===== src/rtl/mpq_pkg.sv =====
package mpq_pkg;

  localparam int CAPACITY = 64;
  localparam int CNT_W    = $clog2(CAPACITY + 1);

  typedef logic signed [63:0] key_t;

  localparam logic [1:0] REQ_INSERT   = 2'd0;
  localparam logic [1:0] REQ_EXTRACT  = 2'd1;
  localparam logic [1:0] REQ_DECREASE = 2'd2;

  localparam logic [1:0] STAT_DONE    = 2'd0;
  localparam logic [1:0] STAT_EMPTY   = 2'd1;
  localparam logic [1:0] STAT_FULL    = 2'd2;
  localparam logic [1:0] STAT_IGNORED = 2'd3;

  typedef struct packed {
    logic [1:0] req_type;
    key_t       key;
    key_t       new_key;
  } req_t;

  typedef struct packed {
    key_t       min_value;
    logic [1:0] status;
    logic [6:0] count_after;
  } res_t;

  // command from the sequencer to every cell of the row
  typedef struct packed {
    logic load;  // take compare flags for the incoming word
    logic ins;
    logic ext;
    logic dec;
  } cmd_t;

  // what one cell shows its neighbors
  typedef struct packed {
    logic valid;
    key_t value;
    logic gt_key;  // holds a key greater than the request key
    logic gt_new;  // holds a key greater than the new key
    logic lt_key;  // holds a key less than the request key
    logic match;   // holds a key equal to the request key
  } cell_t;

endpackage


===== src/rtl/mpq_cell.sv =====
module mpq_cell (
  input  logic          clk,
  input  logic          rst,
  input  mpq_pkg::cmd_t cmd,
  input  mpq_pkg::key_t key_in,
  input  mpq_pkg::key_t new_in,
  input  mpq_pkg::key_t key_q,
  input  mpq_pkg::key_t new_q,
  input  mpq_pkg::cell_t prev,
  input  mpq_pkg::cell_t next,
  output mpq_pkg::cell_t self
);
  import mpq_pkg::*;

  logic valid;
  key_t value;
  logic gt_key;
  logic gt_new;
  logic lt_key;
  logic match;

  // compare flags are taken in the cycle the word is accepted
  always_ff @(posedge clk) begin
    if (cmd.load) begin
      gt_key <= valid && ($signed(key_in) < $signed(value));
      gt_new <= valid && ($signed(new_in) < $signed(value));
      lt_key <= valid && ($signed(value) < $signed(key_in));
      match  <= valid && (value == key_in);
    end
  end

  always_ff @(posedge clk) begin
    if (rst) begin
      valid <= 1'b0;
    end else begin
      if (cmd.ins) begin
        // shift right behind the insertion point, new key lands at the gap
        if (prev.gt_key) begin
          value <= prev.value;
          valid <= prev.valid;
        end else if (gt_key || (!valid && prev.valid)) begin
          value <= key_q;
          valid <= 1'b1;
        end
      end
      if (cmd.ext) begin
        value <= next.value;
        valid <= next.valid;
      end
      // window from the new key's place up to the first matching cell
      if (cmd.dec && prev.lt_key && gt_new) begin
        value <= prev.gt_new ? prev.value : new_q;
      end
    end
  end

  assign self = '{valid: valid, value: value, gt_key: gt_key, gt_new: gt_new,
                  lt_key: lt_key, match: match};

endmodule


===== config.mk =====
export PLATFORM = sky130hd
export DESIGN_NAME = mpq_cell
export DESIGN_NICKNAME = d
export VERILOG_FILES = /design/src/rtl/mpq_pkg.sv /design/src/rtl/mpq_cell.sv
export SDC_FILE = /design/constraint.sdc
export NUM_CORES = 1
export LEC_CHECK = 0
export BUFFER_PORTS_ARGS = -buffer_cell sky130_fd_sc_hd__clkbuf_2
export CAP_MARGIN = 20
export CORE_AREA = 2 2 180 182
export CTS_CLUSTER_DIAMETER = 80
export DETAILED_ROUTE_END_ITERATION = 6
export DIE_AREA = 0 0 182 184
export GPL_TIMING_DRIVEN = 0
export HOLD_SLACK_MARGIN = 0.02
export PLACE_DENSITY = 0.53
export SYNTH_ARGS = -nofsm -noshare
export SYNTH_HDL_FRONTEND = slang
export SYNTH_SLANG_ARGS = --single-unit

===== constraint.sdc =====
create_clock -name clk -period 5.3 [get_ports clk]
set_input_delay 1.325 -clock clk [delete_from_list [all_inputs] [get_ports clk]]
set_output_delay 1.325 -clock clk [all_outputs]
set_load 0.1 [all_outputs]

# Word level (Yosys, flattened, before mapping)
# Index checks and enable logic that the tools add are counted.
# totals
regBits	69
input_bits	400
output_inout_bits	69
elab_cells	36
# classes
n_lt_le_gt_ge	3
eq_ne	1
mux	10
n_bitwise	1
n_reduce_logical	15
# ops
op	count
$mux W64	6
$lt A64 B64 Y1	3
$eq A64 B64 Y1	1
$logic_and A1 B1 Y1	7
$reduce_bool A3 Y1	2
$mux W1	4
$reduce_bool A4 Y1	1
$reduce_and A3 Y1	1
$reduce_and A2 Y1	1
$reduce_bool A2 Y1	1
$logic_not A1 Y1	1
$logic_or A1 B1 Y1	1
$not A1 Y1	1

# Depth between registers and ports, before layout
# Gate-level depths: netlist of the first run.
# depth
ltp_word	8
ltp_mapped	9
ltp_nobuf	9

# Worst setup path after synthesis of the first run
# No wires, ideal clock.
# synth_path
path_type	input to register
from	input cmd[1] (netlist name)
to	register value[0], enable pin
setup_time_ps	508
arrival_time_ps	5113
required_ps	4792
path_slack_ps	-320
cell_stages	4
n_path_buf	2
path_cell_list	clkbuf_1 clkbuf_1 a21oi_1 a21oi_1
# synth_between
elab_chain_cells	2
elab_cells_between_ends	3
classes_between	reduce/logical: 3
# synth_rtl
element	line	rtl
from (decl)	mpq_cell.sv:4	input mpq_pkg::cmd_t cmd,
$reduce_bool A4 Y1 (no line) or $reduce_bool A3 Y1 (tied branches)	--	
$reduce_and A3 Y1 (no line) *	--	
to (signal assigned)	mpq_cell.sv:39	value <= prev.value;
to (signal assigned)	mpq_cell.sv:42	value <= key_q;
to (signal assigned)	mpq_cell.sv:47	value <= next.value;
to (decl)	mpq_cell.sv:16	key_t value;
# Mark *: on every way between the ends. The rest lies on a longest branch, timed or not.
# A chain may end at the register's enable or synchronous reset.

# Final worst setup path of the first run
# layout_path
from	input key_in[27]
to	register gt_key (data pin)
# layout_between
elab_chain_cells	2
# layout_rtl
element	line	rtl
from (decl)	mpq_cell.sv:5	input mpq_pkg::key_t key_in,
$lt A64 B64 Y1	mpq_cell.sv:25	gt_key <= valid && ($signed(key_in) < $signed(value));
$logic_and A1 B1 Y1	mpq_cell.sv:25	
to (signal assigned)	mpq_cell.sv:25	
to (decl)	mpq_cell.sv:17	logic gt_key;
# No other way between the ends.

==> summary.md, run 1 <==
| Metric | Value |
|---|---|
| Largest net degree at the start of global routing | 27 |
| CORE AREA | 31400 um^2 |
| Core Rows | 65 |
| Setup tns final | 0 ns |
| Total track usage | 19.5% |
| Slowest stage cell, crit path | o41ai_1 |
| CTS tree | done |
| Register bit count reported by yosys | 69 |
| Final ANT Viol Nets | 0 |
| Power Dens Cells | 209 nW/um^2 |
| Slew @ Worst Pin | 1.01 ns |
| Ys async rst share | 0% |
| Final Slew Violations | 0 |
| RSZ-0062 raised after global routing | no |
| Root Driver | clkbuf_16 |
| Synth Instances | 974 |
| Mean Syn Cell Area | between 8 and 9 um^2 |
| Clock transition at the registers of the reported paths | 0.06 ns |
| Global route overflow | 0 |
| Clock sinks | 69 |
| Clock buffer depth | 2 |
| Period Utilization, post-route | 72.2% |
| Top Ports | 469 |
| TritonCTS buffer count | 9 |
| Via density | 4.65 |
| Layout Nets | about 2.0k |
| DIE WIDTH | 182 um |
| Area grow syn2layout | 39.5% |
| Leak | 6.17 nW |
| Worst-skew pair later-pin latency | 0.34 ns |
| Die Ht | 184 um |
| Seq/Total Area, Yosys | 25.8% |
| Hold_buf cts | 0 |
| Gp weighted congestion | roughly 0.9 |
| Final hold violations | 0 |
| Commonest cells in the netlist | 162 x nand2_1, 146 x o21ai_0, 133 x inv_1 |
| CP arrival | just under 4 ns |
| Fmax | 0.261 GHz |
| Critical Path RT | about 5.4 ns |
| Worst r2r path cells | 8 |
| Post-Syn Nets | 1501 |
| CP Class | input port to flop |
| Slowest cell delay on critical path | between 0.8 and 0.9 ns |
| Initial DRT Pass Iterations | 4 |
| MaxCap Viol Count | 0 |
| Share of cells above drive strength 1 | 34.2% |
| CP endpoint kind | flop |
| DRT iter0 DRCs | 370 |
| Worst path cell trace | clkbuf_2, inv_1, ha_1, a21oi_1, o21ai_0, a221oi_1, nor3_1, o41ai_1, nand4b_1, and4b_1 |
| H-Tree Level Count | 3 |
| Final worst path period need | 3.83 ns |
| Number of synthesis warnings | 0 |
| First-pass GRT wire length | a little under 50000 um |
| Status | completed |
| Top-count cell post-synth | nand2_1 |
| Worst setup SP type | input port |
| Post-synth top area share | around a quarter |
| Main synth FF type | edfxtp_1 |
| Main area contributors after synthesis | edfxtp_1 26%, ha_1 20%, mux2i_1 16%, o21ai_0 9.1%, nand2_1 7.6% |
| Total Power | 2.33 mW |
| Hold Path Cell Cnt | 2 |
| Resized Gates After CTS | 0 |
| Port Buffer Count | about 460 |
| Final WL | 34000 um |
| # setup viols final | 0 |
| Max-slew headroom | 32.1% |
| Final Non-Filler Cells | 1857 |
| Cell variety after synth | 46 |
| Post-synth EDFFs | 68 |
| Synthesized area | 7990 um^2 |
| Initial antenna violation count | 1 |
| Post-CTS Repair Setup Buffers | 0 |
| Starting density of the core | roughly 25% |
| Number of global-route vias before repair | 8767 |
| CP max FO | 3 |
| Die area | 33500 um^2 |
| Worst hold path type | flop to flop |
| Routed length per instance | 18.3 um |
| Peak supply drop | about 0.13 mV |
| Detailed Place HPWL | 29400 um |
| Clock skew | 0.00699 ns |
| FILL cells | 3375 |
| Layout Utilization | 35.5% |
| Residual DRC | 0 |
| Post-synth top area cell | edfxtp_1 |
| Routed via count | roughly 8.6k |
| Cells after DPL | ~1.8k |
## final cells by class
cell class,count,area (um^2),share of cell area [%]
inverters,133,499,4.48
repair buffers,465,2380,21.4
diodes,1,2.50,0.0225
flip-flops and latches,69,2060,18.5
clock buffers,10,229,2.06
clock inverters,5,28.8,0.258
plain buffers,47,201,1.81
multi-input cells,725,5240,47.0
well taps,402,503,4.51
## state kept, by name, summed over array words and instances (netlist names)
register	cells
lt_key	1
valid	1
match	1
value	64
gt_key	1
gt_new	1
## cells by family after synthesis
family / share of synthesized area, %
muxes: 16.2
buffers and inverters: 8.77
AOI/OAI and AO/OA: 16.3
and+or+nand+nor: 13.0
DFF: 25.8
adders and majority gates: 19.9
## placed cells by master (no fill, tap or decap), types with 2 or more instances in the layout
cell type / n
ha_1: 127
buf_1: 13
clkbuf_2: 461
a221oi_1: 4
buf_4: 5
o22ai_1: 2
edfxtp_1: 68
a21boi_0: 2
clkinvlp_4: 2
mux2i_1: 129
o21ai_0: 146
nor3_1: 4
a21oi_1: 57
nand4_1: 16
clkinv_2: 2
nand2_1: 162
a211oi_1: 5
nor2_1: 12
o211ai_1: 2
nor4_1: 5
a21o_1: 7
clkbuf_1: 25
buf_2: 5
clkbuf_16: 9
and4_1: 5
nand3_1: 16
a21o_2: 2
inv_1: 133
## critical path: cells and delay by family
family / cells / cell delay [ns]
simple gates: 3 / 0.68
buf+inv: 2 / 0.12
fa+ha+maj: 1 / 0.31
compound gates: 4 / 1.48
## routing by layer
metal | track usage [%] | share of wire [%] | vias up | wire length [um]
li1 | - | - | 4397 | -
met5 | 0 | 0 | - | 0
met2 | 35.3 | 51 | 245 | 17200
met1 | 23.6 | 43 | 3961 | 14600
met3 | 3.47 | 4.5 | 35 | 1550
met4 | 5.39 | 1.9 | 0 | 634
## per-stage QoR
| step | instance area, um^2 | hold slack [ns] | setup WS, ns |
|---|---|---|---|
| 4_1_cts | 11100 | 0.651 | 1.41 |
| 2_1_floorplan | 7990 | 0.523 | 1.11 |
| 5_1_grt | 11100 | 0.704 | 1.30 |
| 3_3_place_gp | 10800 | 0.630 | -0.893 |
| 3_5_place_dp | 10900 | 0.639 | 1.06 |
| 6_report | 11100 | 0.638 | 1.47 |
## where the power goes
| part | internal (mW) | switching (mW) | total [mW] | leakage, nW |
|---|---|---|---|---|
| Sequential | 0.666 | 0.0461 | 0.712 | 0.668 |
| Combinational | 0.350 | 0.705 | 1.06 | 5.38 |
| Clock | 0.311 | 0.250 | 0.562 | 0.122 |
## final timing paths
check / endpoint / start / slack (ns)
setup / recovery: gt_key$_DFFE_PP_ / key_in[27] / 1.47
hold / removal: valid$_SDFFE_PP0P_ / valid$_SDFFE_PP0P_ / 0.64
setup reg to reg: gt_key$_DFFE_PP_ / value[27]$_DFFE_PP_ / 2.12
hold reg to reg: valid$_SDFFE_PP0P_ / valid$_SDFFE_PP0P_ / 0.64
Note: power is estimated with default switching activity, not from simulation.
==> run 2: changes to the inputs <==
- clock period: 5.3 -> 3.4 ns (I/O delays scaled with it)
==> run 2 against run 1 <==
Effect of this change:
- critical path type unchanged
- die area did not move
- wire length is 1.6% higher
- clock-buffer cell count unchanged
- critical endpoint is now value[30]$_DFFE_PP_
- worst hold slack worse by 0.0038 ns
- via count grew 0.60%
- sequential cell count unchanged
- clock power increased by 76%
- sequential share of layout area down 0.095 points
- setup slack got worse by 1.2 ns
- cell area is 0.52% higher
- largest power group unchanged
==> summary.md, run 2 (synthesized netlist as in run 1, its figures left out) <==
| Metric | Value |
|---|---|
| Starting density of the core | 25.4% (unchanged) |
| Largest register by flop count | value |
| Fmax | 0.316 GHz |
| Peak supply drop | 0.212 mV (+66%) |
| Cells after DPL | 1841 (+0.054%) |
| Residual DRC | 0 (unchanged) |
| Area of the multi-input gates | 5260 um^2 (+0.55%) |
| Power Dens Cells | 334 nW/um^2 (+60%) |
| Critical Path RT | 3.44 ns (-1.95 ns) |
| Number of global-route vias before repair | 8557 (-2.4%) |
| RSZ-0062 raised after global routing | no |
| Total track usage | 20.0% (+0.53 points) |
| FILL cells | 3379 (+0.12%) |
| Routed length per instance | 18.6 um (+1.6%) |
| Core Rows | 65 (unchanged) |
| CTS tree | done |
| Largest net degree at the start of global routing | 28 (+3.7%) |
| MaxCap Viol Count | 0 (unchanged) |
| Most common cell after layout, fill and taps aside | clkbuf_2 |
| CORE AREA | 31400 um^2 (unchanged) |
| Clock buffer depth | 2 (unchanged) |
| Initial DRT Pass Iterations | 5 (+1) |
| Hold_buf cts | 0 (unchanged) |
| DRT iter0 DRCs | 306 (-17%) |
| Final hold violations | 0 (unchanged) |
| CP Class | input port to flop |
| Worst-skew pair later-pin latency | 0.35 ns (about the same) |
| Global route overflow | 0 (unchanged) |
| Layout Nets | 1977 (unchanged) |
| Max FFs per register | 64 (unchanged) |
| Top Ports | 469 (unchanged) |
| Routed via count | 8690 (+0.60%) |
| Final Non-Filler Cells | 1857 (unchanged) |
| Root Driver | clkbuf_16 |
| H-Tree Level Count | 3 (unchanged) |
| Commonest cells after routing, fill and taps aside | 461 x clkbuf_2, 162 x nand2_1, 146 x o21ai_0 |
| Final Slew Violations | 0 (unchanged) |
| Clock transition at the registers of the reported paths | 0.06 ns (about the same) |
| Status | completed |
| Slew @ Worst Pin | 0.968 ns (-0.0372 ns) |
| Initial antenna violation count | 0 (-1) |
| Die Ht | 184 um (unchanged) |
| Final ANT Viol Nets | 0 (unchanged) |
| Max-slew headroom | 35.4% (+3.4 points) |
| Final worst path period need | 3.16 ns |
| CP arrival | 3.20 ns (-0.72 ns) |
| CP endpoint kind | flop |
| TritonCTS buffer count | 9 (unchanged) |
| N_diodes | 0 (-1) |
| Share of cells above drive strength 1 | 34.5% (+0.32 points) |
| Detailed Place HPWL | 30100 um (+2.3%) |
| Total Power | 3.74 mW (+61%) |
| Gp weighted congestion | 0.899 (+0.36%) |
| First-pass GRT wire length | 50300 um (+2.1%) |
| Port Buffer Count | 461 (unchanged) |
| Storage element area | 2060 um^2 (unchanged) |
| # setup viols final | 0 (unchanged) |
| Clock sinks | 69 (unchanged) |
| Worst setup SP type | input port |
| DIE WIDTH | 182 um (unchanged) |
| Via density | 4.68 (+0.60%) |
| Worst hold path type | flop to flop |
| CP max FO | 27 (+24) |
| Final WL | 34500 um (+1.6%) |
| Period Utilization, post-route | 93.0% |
| Area grow syn2layout | 40.2% |
| Leak | 6.20 nW (+0.47%) |
| Die area | 33500 um^2 (unchanged) |
| Clock skew | 0.0123 ns (+0.00531 ns) |
run 2: area by class of cell:
class / count / area share (%)
multi-input cells: 725 / 47.0
inverters: 133 / 4.46
well taps: 402 / 4.49
plain buffers: 47 / 1.80
repair buffers: 465 / 21.2
clock buffers: 10 / 2.04
clock inverters: 6 / 0.570
flip-flops and latches: 69 / 18.4
run 2: through the flow:
stage / util, % / hold slack [ns] / worst slack [ns] / cell area (um^2) / TNS [ns]
floorplan: - / 0.523 / 0.315 / 8000 / 0
global placement: 34.4 / 0.628 / -1.21 / 10800 / -77.80
detailed placement: 34.7 / 0.623 / -0.324 / 10900 / -10.52
CTS: 35.6 / 0.645 / 0.0162 / 11200 / 0
global route: 35.7 / 0.680 / 0.0394 / 11200 / 0
finish: 35.7 / 0.635 / 0.238 / 11200 / 0
run 2: critical path, cell delays in order:
cell and delay [ns]:
clkbuf_1 0.68, clkbuf_1 0.53, a21oi_1 0.21, a21oi_4 0.61, buf_12 0.28
run 2: routing by layer:
layer  part of all wire (%)  GRT usage [%]  vias up  wire length [um]
met5                      0              0        -                 0
met4                    1.8           5.55        0               616
met3                    4.9           2.56       29              1690
met2                     50           35.4      290             17200
met1                     43           25.6     3976             15000
li1                       -              -     4395                 -
run 2: where the power goes:
group          internal (mW)  total (mW)  switching, mW
combinational          0.546        1.65           1.10
clock                  0.568       0.987          0.419
sequential              1.04        1.11         0.0714
run 2: repair_timing:
item                       4_1_cts  5_1_grt
setup endpoints to repair        0        2
setup buffers                    0        0
hold endpoints to repair         0        0
resized for setup                0        4
run 2: final timing paths:
kind	start	end	cells past startpoint	slack, ns
min reg2reg	valid$_SDFFE_PP0P_	valid$_SDFFE_PP0P_	2	0.63
max reg2reg	value[46]$_DFFE_PP_	gt_new$_DFFE_PP_	9	0.37
max	cmd[1]	value[30]$_DFFE_PP_	5	0.24
min	valid$_SDFFE_PP0P_	valid$_SDFFE_PP0P_	2	0.63
